**src/lmr_pkg.sv**
```systemverilog
`default_nettype none

package lmr_pkg;

  localparam int NUM_COLS    = 72;
  localparam int NUM_ROWS    = 7;
  localparam int LAST_COL    = 71;
  localparam int NUM_BYTES   = 9;
  localparam int FONT_BYTES  = 191;
  localparam int QUEUE_DEPTH = 2;

  localparam logic [1:0] MODE_CLEAR = 2'd0;
  localparam logic [1:0] MODE_DRAW  = 2'd1;
  localparam logic [1:0] MODE_SCAN  = 2'd2;

  typedef logic [1:0] mode_t;

  typedef struct packed {
    logic [2:0] width;
    logic [7:0] start;
  } glyph_info_t;

  typedef struct packed {
    mode_t       mode;
    logic        first_char;
    glyph_info_t glyph;
    logic [15:0] start_column;
  } q_entry_t;

  typedef struct packed {
    logic     valid;
    q_entry_t entry;
  } push_t;

  localparam logic [7:0] GLYPH_ROM [FONT_BYTES] = '{
    8'h5f,8'h1c,8'h22,8'h41,8'h41,8'h22,8'h1c,8'h40,8'h60,8'h1c,
    8'h03,8'h3e,8'h41,8'h41,8'h41,8'h3e,8'h02,8'h7f,8'h62,8'h51,
    8'h49,8'h46,8'h22,8'h49,8'h49,8'h36,8'h0f,8'h08,8'h08,8'h7f,
    8'h2f,8'h49,8'h49,8'h39,8'h3e,8'h49,8'h49,8'h32,8'h01,8'h61,
    8'h19,8'h07,8'h36,8'h49,8'h49,8'h36,8'h26,8'h49,8'h49,8'h3e,
    8'h12,8'h20,8'h12,8'h02,8'h59,8'h09,8'h06,8'h3e,8'h41,8'h5d,
    8'h55,8'h4e,8'h20,8'h7e,8'h09,8'h09,8'h09,8'h7e,8'h7f,8'h49,
    8'h49,8'h36,8'h3e,8'h41,8'h41,8'h41,8'h22,8'h7f,8'h41,8'h41,
    8'h3e,8'h7f,8'h49,8'h49,8'h41,8'h7f,8'h09,8'h09,8'h01,8'h3e,
    8'h41,8'h41,8'h49,8'h3a,8'h7f,8'h08,8'h08,8'h08,8'h7f,8'h41,
    8'h7f,8'h41,8'h20,8'h40,8'h40,8'h3f,8'h7f,8'h08,8'h14,8'h23,
    8'h40,8'h7f,8'h40,8'h40,8'h40,8'h7f,8'h02,8'h04,8'h08,8'h04,
    8'h02,8'h7f,8'h7f,8'h02,8'h04,8'h08,8'h10,8'h7f,8'h3e,8'h41,
    8'h41,8'h41,8'h41,8'h3e,8'h7f,8'h09,8'h09,8'h09,8'h06,8'h3e,
    8'h41,8'h51,8'h21,8'h5e,8'h7f,8'h09,8'h19,8'h66,8'h26,8'h49,
    8'h49,8'h32,8'h01,8'h01,8'h7f,8'h01,8'h01,8'h3f,8'h40,8'h40,
    8'h40,8'h3f,8'h1f,8'h20,8'h40,8'h20,8'h1f,8'h7f,8'h20,8'h10,
    8'h08,8'h10,8'h20,8'h7f,8'h41,8'h22,8'h14,8'h08,8'h14,8'h22,
    8'h41,8'h07,8'h08,8'h78,8'h08,8'h07,8'h61,8'h51,8'h49,8'h45,
    8'h43
  };

  function automatic logic [6:0] glyph_byte_f(input logic [7:0] addr);
    logic [6:0] data;
    data = '0;
    if (int'(addr) < FONT_BYTES) begin
      data = GLYPH_ROM[addr][6:0];
    end
    return data;
  endfunction

  function automatic glyph_info_t glyph_info_f(input logic [7:0] code);
    glyph_info_t g;
    g = '0;
    case (code)
      8'd33: g = '{3'd1, 8'd0};
      8'd40: g = '{3'd3, 8'd1};
      8'd41: g = '{3'd3, 8'd4};
      8'd46: g = '{3'd1, 8'd7};
      8'd47: g = '{3'd3, 8'd8};
      8'd48: g = '{3'd5, 8'd11};
      8'd49: g = '{3'd2, 8'd16};
      8'd50: g = '{3'd4, 8'd18};
      8'd51: g = '{3'd4, 8'd22};
      8'd52: g = '{3'd4, 8'd26};
      8'd53: g = '{3'd4, 8'd30};
      8'd54: g = '{3'd4, 8'd34};
      8'd55: g = '{3'd4, 8'd38};
      8'd56: g = '{3'd4, 8'd42};
      8'd57: g = '{3'd4, 8'd46};
      8'd58: g = '{3'd1, 8'd50};
      8'd59: g = '{3'd2, 8'd51};
      8'd63: g = '{3'd4, 8'd53};
      8'd64: g = '{3'd6, 8'd57};
      8'd65: g = '{3'd5, 8'd63};
      8'd66: g = '{3'd4, 8'd68};
      8'd67: g = '{3'd5, 8'd72};
      8'd68: g = '{3'd4, 8'd77};
      8'd69: g = '{3'd4, 8'd81};
      8'd70: g = '{3'd4, 8'd85};
      8'd71: g = '{3'd5, 8'd89};
      8'd72: g = '{3'd5, 8'd94};
      8'd73: g = '{3'd3, 8'd99};
      8'd74: g = '{3'd4, 8'd102};
      8'd75: g = '{3'd5, 8'd106};
      8'd76: g = '{3'd4, 8'd111};
      8'd77: g = '{3'd7, 8'd115};
      8'd78: g = '{3'd6, 8'd122};
      8'd79: g = '{3'd6, 8'd128};
      8'd80: g = '{3'd5, 8'd134};
      8'd81: g = '{3'd5, 8'd139};
      8'd82: g = '{3'd4, 8'd144};
      8'd83: g = '{3'd4, 8'd148};
      8'd84: g = '{3'd5, 8'd152};
      8'd85: g = '{3'd5, 8'd157};
      8'd86: g = '{3'd5, 8'd162};
      8'd87: g = '{3'd7, 8'd167};
      8'd88: g = '{3'd7, 8'd174};
      8'd89: g = '{3'd5, 8'd181};
      8'd90: g = '{3'd5, 8'd186};
      default: g = '0;
    endcase
    return g;
  endfunction

endpackage

`default_nettype wire

```
**src/lmr_front.sv**
```systemverilog
`default_nettype none

module lmr_front (
  input  wire logic               in_valid,
  output logic                    in_ready,
  input  wire logic [1:0]         in_mode,
  input  wire logic [7:0]         in_char_code,
  input  wire logic               in_first_char,
  input  wire logic signed [15:0] in_start_column,
  input  wire logic               q_ready,
  output lmr_pkg::push_t          push
);

  logic known_mode;

  assign known_mode = (in_mode == lmr_pkg::MODE_CLEAR) ||
                      (in_mode == lmr_pkg::MODE_DRAW)  ||
                      (in_mode == lmr_pkg::MODE_SCAN);

  assign in_ready = q_ready;

  always_comb begin
    push.valid              = in_valid && q_ready && known_mode;
    push.entry.mode         = in_mode;
    push.entry.first_char   = in_first_char;
    push.entry.glyph        = lmr_pkg::glyph_info_f(in_char_code);
    push.entry.start_column = $unsigned(in_start_column);
  end

endmodule

`default_nettype wire

```
**src/lmr_queue.sv**
```systemverilog
`default_nettype none

module lmr_queue #(
  parameter int DEPTH = lmr_pkg::QUEUE_DEPTH
) (
  input  wire logic            clk,
  input  wire logic            rst_n,
  input  wire lmr_pkg::push_t  push,
  output logic                 push_ready,
  output logic                 pop_valid,
  output lmr_pkg::q_entry_t    pop_entry,
  input  wire logic            pop
);

  localparam int PW = (DEPTH > 1) ? $clog2(DEPTH) : 1;
  localparam int CW = $clog2(DEPTH + 1);

  lmr_pkg::q_entry_t entries_r [DEPTH];
  logic [PW-1:0]     wr_ptr_r;
  logic [PW-1:0]     rd_ptr_r;
  logic [CW-1:0]     count_r;
  logic              do_push;
  logic              do_pop;

  assign push_ready = (count_r != CW'(DEPTH));
  assign pop_valid  = (count_r != '0);
  assign pop_entry  = entries_r[rd_ptr_r];
  assign do_push    = push.valid && push_ready;
  assign do_pop     = pop && pop_valid;

  always_ff @(posedge clk) begin
    if (do_push) begin
      entries_r[wr_ptr_r] <= push.entry;
    end
  end

  always_ff @(posedge clk) begin
    if (!rst_n) begin
      wr_ptr_r <= '0;
      rd_ptr_r <= '0;
      count_r  <= '0;
    end else begin
      if (do_push) begin
        wr_ptr_r <= (wr_ptr_r == PW'(DEPTH - 1)) ? '0 : wr_ptr_r + 1'b1;
      end
      if (do_pop) begin
        rd_ptr_r <= (rd_ptr_r == PW'(DEPTH - 1)) ? '0 : rd_ptr_r + 1'b1;
      end
      if (do_push && !do_pop) begin
        count_r <= count_r + 1'b1;
      end else if (do_pop && !do_push) begin
        count_r <= count_r - 1'b1;
      end
    end
  end

`ifndef SYNTHESIS
  a_count_bound: assert property (@(posedge clk) disable iff (!rst_n)
    count_r <= CW'(DEPTH))
    else $error("queue count exceeds depth");
`endif

endmodule

`default_nettype wire

```
**src/lmr_back.sv**
```systemverilog
`default_nettype none

module lmr_back (
  input  wire logic               clk,
  input  wire logic               rst_n,
  input  wire logic               q_valid,
  input  wire lmr_pkg::q_entry_t  q_entry,
  output logic                    q_pop,
  output logic                    out_valid,
  input  wire logic               out_ready,
  output logic [2:0]              out_row_index,
  output logic [7:0]              out_row_select,
  output logic [lmr_pkg::NUM_BYTES-1:0][7:0] out_bytes,
  output logic                    out_last_row
);

  localparam logic [1:0] ST_IDLE = 2'd0;
  localparam logic [1:0] ST_DRAW = 2'd1;
  localparam logic [1:0] ST_SCAN = 2'd2;

  logic [1:0]  state_r;
  logic [15:0] cursor_r;
  logic [2:0]  cnt_r;
  logic [2:0]  width_r;
  logic [7:0]  base_r;
  logic [2:0]  row_r;
  logic [lmr_pkg::NUM_COLS-1:0] frame_rows_r [lmr_pkg::NUM_ROWS];

  logic [7:0]  rom_addr;
  logic [6:0]  glyph_col;
  logic        in_view;
  logic        out_load;

  logic        out_valid_r;
  logic [2:0]  row_index_r;
  logic [7:0]  row_select_r;
  logic [lmr_pkg::NUM_BYTES-1:0][7:0] bytes_r;
  logic        last_row_r;

  assign q_pop     = q_valid && (state_r == ST_IDLE);
  assign rom_addr  = base_r + {5'b0, cnt_r};
  assign glyph_col = lmr_pkg::glyph_byte_f(rom_addr);
  assign in_view   = (cursor_r <= 16'(lmr_pkg::LAST_COL));
  assign out_load  = (state_r == ST_SCAN) && (!out_valid_r || out_ready);

  always_ff @(posedge clk) begin
    if (!rst_n) begin
      state_r      <= ST_IDLE;
      cursor_r     <= '0;
      frame_rows_r <= '{default: '0};
    end else begin
      unique case (state_r)
        ST_IDLE: begin
          if (q_valid) begin
            if (q_entry.mode == lmr_pkg::MODE_CLEAR) begin
              frame_rows_r <= '{default: '0};
            end else if (q_entry.mode == lmr_pkg::MODE_DRAW) begin
              if (q_entry.first_char) begin
                cursor_r <= q_entry.start_column;
              end
              cnt_r   <= '0;
              width_r <= q_entry.glyph.width;
              base_r  <= q_entry.glyph.start;
              state_r <= ST_DRAW;
            end else begin
              row_r   <= '0;
              state_r <= ST_SCAN;
            end
          end
        end
        ST_DRAW: begin
          cursor_r <= cursor_r + 16'd1;
          if (cnt_r < width_r) begin
            if (in_view) begin
              for (int y = 0; y < lmr_pkg::NUM_ROWS; y++) begin
                frame_rows_r[y][cursor_r[6:0]] <= glyph_col[y];
              end
            end
            cnt_r <= cnt_r + 3'd1;
          end else begin
            state_r <= ST_IDLE;
          end
        end
        ST_SCAN: begin
          if (out_load) begin
            row_r <= row_r + 3'd1;
            if (row_r == 3'(lmr_pkg::NUM_ROWS - 1)) begin
              state_r <= ST_IDLE;
            end
          end
        end
        default: begin
          state_r <= ST_IDLE;
        end
      endcase
    end
  end

  always_ff @(posedge clk) begin
    if (!rst_n) begin
      out_valid_r <= 1'b0;
    end else if (out_load) begin
      out_valid_r <= 1'b1;
    end else if (out_ready) begin
      out_valid_r <= 1'b0;
    end
  end

  always_ff @(posedge clk) begin
    if (out_load) begin
      row_index_r  <= row_r;
      row_select_r <= ~(8'h80 >> row_r);
      last_row_r   <= (row_r == 3'(lmr_pkg::NUM_ROWS - 1));
      for (int k = 0; k < lmr_pkg::NUM_BYTES; k++) begin
        bytes_r[k] <= ~frame_rows_r[row_r][8*k +: 8];
      end
    end
  end

  assign out_valid      = out_valid_r;
  assign out_row_index  = row_index_r;
  assign out_row_select = row_select_r;
  assign out_bytes      = bytes_r;
  assign out_last_row   = last_row_r;

`ifndef SYNTHESIS
  a_draw_count: assert property (@(posedge clk) disable iff (!rst_n)
    (state_r == ST_DRAW) |-> (cnt_r <= width_r))
    else $error("glyph column count passed the glyph width");

  a_scan_row: assert property (@(posedge clk) disable iff (!rst_n)
    (state_r == ST_SCAN) |-> (row_r < 3'(lmr_pkg::NUM_ROWS)))
    else $error("scan row out of range");

  a_scan_start: assert property (@(posedge clk) disable iff (!rst_n)
    (q_pop && (q_entry.mode == lmr_pkg::MODE_SCAN)) |=>
      ((state_r == ST_SCAN) && (row_r == 3'd0)))
    else $error("scan did not start at row zero");
`endif

endmodule

`default_nettype wire

```
**src/led_text_marquee_renderer_core.sv**
```systemverilog
// A clear is done from the idle state; a character is drawn column by column, with the cursor
// moving one column past the glyph as a gap; a scan starts, then reads out each row in turn,
// each row load waiting until the output register is empty or being taken.
// A scan request passes through the queue and the scan state before its first row is loaded into the output registers.
// A two-entry queue decouples input transfers from the drawing and scan sequencer.
// Reset (rst_n low, synchronous) clears the frame buffer, the cursor, the queue and out_valid.
`default_nettype none

module led_text_marquee_renderer_core (
  input  wire logic               clk,
  input  wire logic               rst_n,
  input  wire logic               in_valid,
  output logic                    in_ready,
  input  wire logic [1:0]         in_mode,
  input  wire logic [7:0]         in_char_code,
  input  wire logic               in_first_char,
  input  wire logic signed [15:0] in_start_column,
  output logic                    out_valid,
  input  wire logic               out_ready,
  output logic [2:0]              out_row_index,
  output logic [7:0]              out_row_select,
  output logic [7:0]              out_shift_byte_0,
  output logic [7:0]              out_shift_byte_1,
  output logic [7:0]              out_shift_byte_2,
  output logic [7:0]              out_shift_byte_3,
  output logic [7:0]              out_shift_byte_4,
  output logic [7:0]              out_shift_byte_5,
  output logic [7:0]              out_shift_byte_6,
  output logic [7:0]              out_shift_byte_7,
  output logic [7:0]              out_shift_byte_8,
  output logic                    out_last_row
);

  lmr_pkg::push_t    push;
  logic              q_ready;
  logic              q_valid;
  lmr_pkg::q_entry_t q_entry;
  logic              q_pop;
  logic [lmr_pkg::NUM_BYTES-1:0][7:0] out_bytes;

  lmr_front u_front (
    .in_valid        (in_valid),
    .in_ready        (in_ready),
    .in_mode         (in_mode),
    .in_char_code    (in_char_code),
    .in_first_char   (in_first_char),
    .in_start_column (in_start_column),
    .q_ready         (q_ready),
    .push            (push)
  );

  lmr_queue #(
    .DEPTH (lmr_pkg::QUEUE_DEPTH)
  ) u_queue (
    .clk        (clk),
    .rst_n      (rst_n),
    .push       (push),
    .push_ready (q_ready),
    .pop_valid  (q_valid),
    .pop_entry  (q_entry),
    .pop        (q_pop)
  );

  lmr_back u_back (
    .clk            (clk),
    .rst_n          (rst_n),
    .q_valid        (q_valid),
    .q_entry        (q_entry),
    .q_pop          (q_pop),
    .out_valid      (out_valid),
    .out_ready      (out_ready),
    .out_row_index  (out_row_index),
    .out_row_select (out_row_select),
    .out_bytes      (out_bytes),
    .out_last_row   (out_last_row)
  );

  assign out_shift_byte_0 = out_bytes[0];
  assign out_shift_byte_1 = out_bytes[1];
  assign out_shift_byte_2 = out_bytes[2];
  assign out_shift_byte_3 = out_bytes[3];
  assign out_shift_byte_4 = out_bytes[4];
  assign out_shift_byte_5 = out_bytes[5];
  assign out_shift_byte_6 = out_bytes[6];
  assign out_shift_byte_7 = out_bytes[7];
  assign out_shift_byte_8 = out_bytes[8];

endmodule

`default_nettype wire

```
**config.mk**
```make
export PLATFORM = sky130hd
export DESIGN_NAME = led_text_marquee_renderer_core
export DESIGN_NICKNAME = d
export VERILOG_FILES = /design/src/lmr_pkg.sv /design/src/lmr_front.sv /design/src/lmr_queue.sv /design/src/lmr_back.sv /design/src/led_text_marquee_renderer_core.sv
export SDC_FILE = /design/constraint.sdc
export NUM_CORES = 2
export LEC_CHECK = 0
export ABC_AREA = 1
export BUFFER_PORTS_ARGS = -buffer_cell sky130_fd_sc_hd__buf_4
export CELL_PAD_IN_SITES_DETAIL_PLACEMENT = 0
export CELL_PAD_IN_SITES_GLOBAL_PLACEMENT = 1
export CORE_ASPECT_RATIO = 0.75
export CORE_MARGIN = 8
export CORE_UTILIZATION = 46
export CTS_CLUSTER_DIAMETER = 120
export CTS_CLUSTER_SIZE = 20
export DETAILED_ROUTE_END_ITERATION = 8
export PLACE_DENSITY = 0.88
export SLEW_MARGIN = 20
export SYNTH_ARGS = -nofsm -noshare
export SYNTH_HDL_FRONTEND = slang
export SYNTH_SLANG_ARGS = --single-unit
```
**constraint.sdc**
```tcl
create_clock -name clk -period 7.4 [get_ports clk]
set_input_delay 1.11 -clock clk [delete_from_list [all_inputs] [get_ports clk]]
set_output_delay 1.11 -clock clk [all_outputs]
set_load 0.01 [all_outputs]
```
# After elaboration in Yosys (flattened, before gate mapping)
# Memories as Yosys holds them, arrays and structs flattened. A register that Yosys moved wholly into a read port is not among the register bits.
# Cells that the tools add are included.
totals:
  input_bits: 31
  elab_cells: 161
  romBits: 3456
  ff_bits: 628
  output_inout_bits: 86
  mem_count: 3
  ramBits: 60
classes:
  shifts: 1
  n_eq_ne: 18
  n_mux: 53
  add_sub_neg: 8
  magnitude_cmp: 7
  n_reduce_logical: 29
  bitwise: 13
memory_table:
  columns: ["memory", "words", "width", "rd", "rd_ports_with_merged_regs", "write_ports", "line", "rtl"]
  rows:
  - ["(no name shown)", 256, 8, 1, 0, 0, "lmr_pkg.sv:62", "data = GLYPH_ROM[addr][6:0];"]
  - ["(no name shown)", 128, 11, 1, 0, 0, "lmr_pkg.sv:70", "case (code)"]
  - ["u_queue.entries_r", 2, 30, 1, 1, 1, "lmr_queue.sv:18", "lmr_pkg::q_entry_t entries_r [DEPTH];"]
op_table:
  columns: ["operator", "n"]
  rows:
  - ["2-to-1 mux 504 bit", 4]
  - ["one-hot mux 504 bit (2 select lines)", 1]
  - ["bitwise mux 72 bit", 7]
  - ["binary-select mux 72 bit (select 3 bit)", 1]
  - ["2-to-1 mux 72 bit", 2]
  - ["NOT 8 bit", 10]
  - ["2-to-1 mux 16 bit", 4]
  - ["one-hot mux 16 bit (2 select lines)", 1]
  - ["2-to-1 mux 3 bit", 8]
  - ["2-to-1 mux 7 bit", 3]
  - ["AND reduction 5 bit", 4]
  - ["adder 16 x 1 -> 16 bit (second input constant)", 1]
  - ["less-or-equal comparator 16 x 7 -> 1 bit (second input constant)", 1]
  - ["2-to-1 mux 2 bit", 8]
  - ["!= test 2 bit (second input constant)", 8]
  - ["one-hot mux 3 bit (2 select lines)", 2]
  - ["AND reduction 6 bit", 2]
  - ["2-to-1 mux 11 bit", 1]
  - ["nonzero test 2 bit", 5]
  - ["greater-or-equal comparator 9 bit (second input constant)", 1]
  - ["logical AND 1 bit", 9]
  - ["2-to-1 mux 1 bit", 9]
  - ["NOT 8 -> 9 bit", 1]
  - ["adder 8 x 3 -> 8 bit", 1]
  - ["21 further kinds", 35]

# Depth between registers and ports, before layout
logic_depth:
  depth_word: 10
  depth_mapped: 19
  ltp_nobuf: 18

# By module
# From an unflattened synthesis, not the netlist that was laid out.
unflattened:
  cells_unflattened: 4475
  hier_area_um2: 33313.2
modules_own_cells:
  columns: ["mod", "area_per_inst_um2", "cells_each", "instances", "seq_area_each_um2"]
  rows:
  - ["lmr_back", 29643.4, 4134, 1, 13503.0]
  - ["lmr_queue", 2531.2, 130, 1, 1901.8]
  - ["lmr_front", 1138.6, 211, 1, 0.0]

# Worst setup path before layout
# Ideal clock, no wire load.
synth_timing:
  path_type: "in2reg"
  start: "in out_ready"
  end: "reg u_back.row_r[0] (enable)"
  setup_ns: 0.352
  setup_slack_ns: 1.909
  cell_stages: 4
  t_arrival_ns: 5.140
  t_required_ns: 7.048
  n_path_buf: 0
  cell_sequence: "nor2_1 nor2_1 a21oi_1 nor3_1"
synth_between:
  elab_chain_cells: 4
synth_lines:
  columns: ["item", "line", "rtl"]
  rows:
  - ["from (decl)", "led_text_marquee_renderer_core.sv:19", "input wire logic out_ready,"]
  - ["logical OR 1 bit", "lmr_back.sv:44", "assign out_load = (state_r == ST_SCAN) && (!out_valid_r || out_ready);"]
  - ["logical AND 1 bit", "lmr_back.sv:44", null]
  - ["via u_back.out_load", "lmr_back.sv:32", "logic out_load;"]
  - ["!= test 2 x 1 -> 1 bit (no line)", null, null]
  - ["AND reduction 6 bit (no line)", null, null]
  - ["to (signal assigned)", "lmr_back.sv:86", "row_r <= row_r + 3'd1;"]
  - ["to (decl)", "lmr_back.sv:26", "logic [2:0] row_r;"]
# The timed path passes the listed nets, and every way through them passes these cells.
# A chain may end at the register's enable or synchronous reset.

# Final worst setup path
layout_timing:
  start: "reg u_back.cnt_r[2]"
  end: "reg u_back.frame_rows_r[85] in the netlist's numbering"
layout_between:
  elab_chain_cells: 10
  elab_cells_between_ends: 14
  classes_between: "add/sub (1); order compare (2); eq/ne (1); mux (7); bitwise (1); reduce/logical (1); memory (1)"
layout_lines:
  columns: ["item", "line", "rtl"]
  rows:
  - ["from (decl)", "lmr_back.sv:23", "logic [2:0] cnt_r;"]
  - ["from (signal assigned)", "lmr_back.sv:79", "cnt_r <= cnt_r + 3'd1;"]
  - ["adder 8 x 3 -> 8 bit", "lmr_back.sv:41", "assign rom_addr = base_r + {5'b0, cnt_r};"]
  - ["NOT 8 -> 9 bit (not written as such)", "lmr_pkg.sv:62", null]
  - ["memory read (256 x 8 bit)", null, null]
  - ["2-to-1 mux 7 bit (not written as such) (2 in series)", "lmr_pkg.sv:62", null]
  - ["2-to-1 mux 7 bit", "lmr_pkg.sv:61", "if (int'(addr) < FONT_BYTES) begin"]
  - ["bitwise mux 72 bit", "lmr_back.sv:76", "frame_rows_r[y][cursor_r[6:0]] <= glyph_col[y];"]
  - ["2-to-1 mux 504 bit", "lmr_back.sv:74", "if (in_view) begin"]
  - ["2-to-1 mux 504 bit", "lmr_back.sv:73", "if (cnt_r < width_r) begin"]
  - ["one-hot mux 504 bit (2 select lines)", "lmr_back.sv:52", "unique case (state_r)"]
  - ["to (signal, indexed assignment)", "lmr_back.sv:76", null]
  - ["to (decl)", "lmr_back.sv:27", "logic [lmr_pkg::NUM_COLS-1:0] frame_rows_r [lmr_pkg::NUM_ROWS];"]
# Parallel ways exist; a longest one is shown, timed or not. The select of a mux whose other input is x is not followed.

==> impl_metrics.py <==
metrics = {
    "status": {
        "status": "complete, no violations",
    },
    "floorplan": {
        "die_area_mm2": 0.0807,
        "core_area_mm2": 0.0714,
        "dieHeight_um": 248,
        "die_w_um": 325,
        "std_cell_rows": 85,
        "initial_utilization_pct": 46.3,
        "io_pins": 117,
    },
    "timing": {
        "finalSetupViolCount": 0,
        "tns_ns": 0,
        "hold_viol": 0,
        "maxSlewViolCount": 0,
        "min_period_ns": 5.02,
        "max_freq_mhz": 199,
        "skew_ns": 0.0214,
        "rsz0062_at_grt": "false",
        "worstMarginPinSlew_ns": 1.27,
        "relSlewSlack_pct": 14.5,
        "finalCritPeriodShare_pct": 67.8,
    },
    "routing": {
        "via_count": 30800,
        "dr.pass1.iters": 6,
        "routedWlPerCell_um": 19.5,
        "drt_wl_total_um": 104000,
        "drtIter0Drc": 3913,
        "final_antenna_net_count": 0,
        "viasPerCell": 5.74,
        "drc": 0,
    },
    "clock_network": {
        "postCtsSetupBuffers": 0,
        "clkSinkCount": 689,
        "cts_made_buffers": 40,
        "cts_tree": "done",
        "root_buffer": "clkbuf_16",
        "clock_latency_ns": 0.61,
        "cts_buffer_depth": 3,
        "cts_resized": 0,
        "ctsHoldBuffers": 0,
        "htree_levels": 2,
        "clk_pin_slew_worst_paths_ns": 0.09,
    },
    "place": {
        "globalplace.congestion": 0.972,
        "dpl_cell_area_mm2": 0.0342,
        "port_buffers": 116,
        "hpwlAfterDp_um": 57000,
    },
    "power_and_ir_drop": {
        "share_comb_of_total_power_pct": 44.0,
        "p_int_mw": 6.43,
        "irDropWorstVdd_v": 0.000261,
        "p_leak_nw": 11.8,
        "p_sw_mw": 5.54,
        "power.density_mw_per_mm2": 338,
        "seqPwrFrac_pct": 36.1,
        "p_clk_share_pct": 19.9,
        "switching_share_pct": 46.3,
    },
    "critical_path": {
        "critPathBufInv": 3,
        "cp-end-kind": "register",
        "slowest_stage": "clkinv_2",
        "cp-start-kind": "register",
        "crit_fanout": 50,
        "crit_type": "register to register",
        "cp_data_arrival_time_ns": 5.46,
        "worstPathRequired_ns": 7.84,
        "slowest_delay_ns": 0.85,
        "path_delay_family": "buffers and inverters",
        "rr_startpoint": "u_back.cnt_r[2]",
        "crit_chain": "ha_1, nand3_1, nand3_2, nand2_2, inv_2, nand2_1, nand3_1, nand2_1, nand2_1, nand3_1, nand2_1, clkinv_2, buf_4, nand3_1, a21oi_1",
        "cp-startpoint": "u_back.cnt_r[2]",
    },
    "yosys": {
        "yosysUniqueCellTypes": 41,
        "seq_area_frac_synth_pct": 46.7,
        "syn-cell-area_mm2": 0.0330,
        "synth_area_leader_cell": "dfxtp_1",
        "syn_inst": 4494,
        "synth.top_cell.area_share_pct": 32.0,
        "synth_edf_count": 161,
        "syn_avg_cell_area_um2": 7.35,
        "ys_ff_latch": 689,
        "yosys-top-cells-area": "dfxtp_1 (32%), edfxtp_1 (15%), nand2_1 (14%)",
        "yosysWarnings": 0,
        "async_flop_share_pct": 0,
        "synth.net_count": 4562,
        "yosys_most_used_dff": "dfxtp_1",
    },
    "min_path": {
        "min-delay-start": "u_back.frame_rows_r[195]",
        "hp-class": "register to register",
    },
    "cells_and_area": {
        "fin_area_mm2": 0.0354,
        "final_nets": 4450,
        "final_common_cell": "nand2_1",
        "nFillCells": 7089,
        "seqCellArea_mm2": 0.0154,
        "antenna_cells": 0,
        "multi_input_area_mm2": 0.0157,
        "area_delta_synth_final_pct": 7.13,
        "drive_gt1_share_pct": 7.10,
        "mostFrequentLayoutCells": "nand2_1 (1,188), a21oi_1 (543), dfxtp_1 (528), o21ai_0 (510), nand3_1 (402)",
    },
    "grt": {
        "grtUsageMet2_pct": 37.8,
        "antenna_found_initial": 1,
        "use_met3_pct": 4.68,
        "grt_max_degree": 221,
        "grt_pass1_vias": 27800,
        "grt-ovfl-total": 0,
        "grt_pass1_wl_um": 162000,
        "grtUsageMet1_pct": 34.9,
        "grt_use_total_pct": 24.6,
        "busiest_layer": "met2",
    },
    "job": {
        "max-cap-violations": 0,
    },
}
[Yosys cell counts (14+ instances only)]
library cell and number:
nor3_1 30, nand3_1 403, edfxtp_1 161, nand2_1 1190
ha_1 36, nor3_2 70, buf_2 69, a21oi_1 544
o21ai_0 510, dfxtp_1 528, inv_1 141, o22ai_1 39
a31oi_1 14, clkbuf_1 205, o211ai_1 48, nor2_1 398
buf_4 32
[tightest hold or removal path, stage by stage, from the launching register on]
cell and delay (ns):
dfxtp_1 0.32, nand2_1 0.06, a21oi_1 0.05
[routing by layer]
layer  part of all wire [%]  wire [um]
met1                     45      46700
met2                     43      45300
met3                    9.1       9540
met4                    2.7       2850
met5                  0.011         12
[stage by stage]
step	instances	total power, mW	utilization [%]	setup slack [ns]	hold WS [ns]
floorplan	4494	7.69	-	1.91	0.426
global placement	5296	9.57	47.9	2.59	0.430
detailed placement	5296	9.53	47.9	2.56	0.452
CTS	5364	11.9	49.5	2.55	0.461
global route	5365	12.6	49.6	2.04	0.476
finish	5365	12.0	49.6	2.38	0.464
[power groups by stage]
stage                     sequential [mW]  clock [mW]  combinational, mW
after detailed placement             4.41           0               5.12
after CTS                            4.33        2.42               5.14
final                                4.32        2.38               5.27
after global routing                 4.35        2.55               5.69
after global placement               4.41           0               5.17
after floorplan                      4.46           0               3.23
[cell families (layout without fill, tap and decap cells)]
kind of cell / after synthesis / after routing / synth area share, %
AO/OA/AOI/OAI: 1180 / 1180 / 18.6
XOR/XNOR: 4 / 4 / 0.129
adder cells (fa/ha/maj): 37 / 37 / 1.42
buffers and inverters: 472 / 386 / 5.99
flip-flops: 689 / 689 / 46.7
AND/OR/NAND/NOR: 2112 / 2112 / 27.2
[final cells by class]
class                   count  share of cell area, %
clock inverters             2                 0.0707
inverters                 159                   1.74
well taps                 957                   3.38
clock buffers              66                   3.29
flip-flops and latches    689                   43.5
multi-input cells        3333                   44.5
repair buffers            159                   3.50
[final timing paths]
path,endpoint,slack [ns],cells past startpoint
worst max-delay path,u_back.frame_rows_r[85],2.38,15
worst min-delay path,u_back.frame_rows_r[195],0.46,2
worst max register to register,u_back.frame_rows_r[85],2.38,15
worst min register to register,u_back.frame_rows_r[195],0.46,2
[flip-flops by register name, indices dropped and copies added (netlist names), named ones only]
signal	cells
u_back.out_last_row	1
u_back.base_r	8
u_back.frame_rows_r	504
u_back.out_bytes	72
u_queue.entries_r	60
u_back.width_r	3
u_back.cursor_r	16
u_back.out_row_index	3
u_queue.wr_ptr_r	1
u_back.cnt_r	3
u_queue.count_r	2
u_back.out_row_select	8
u_back.row_r	3
u_queue.rd_ptr_r	1
u_back.state_r	2
u_back.out_valid	1
(Power assumes the default switching activity.)
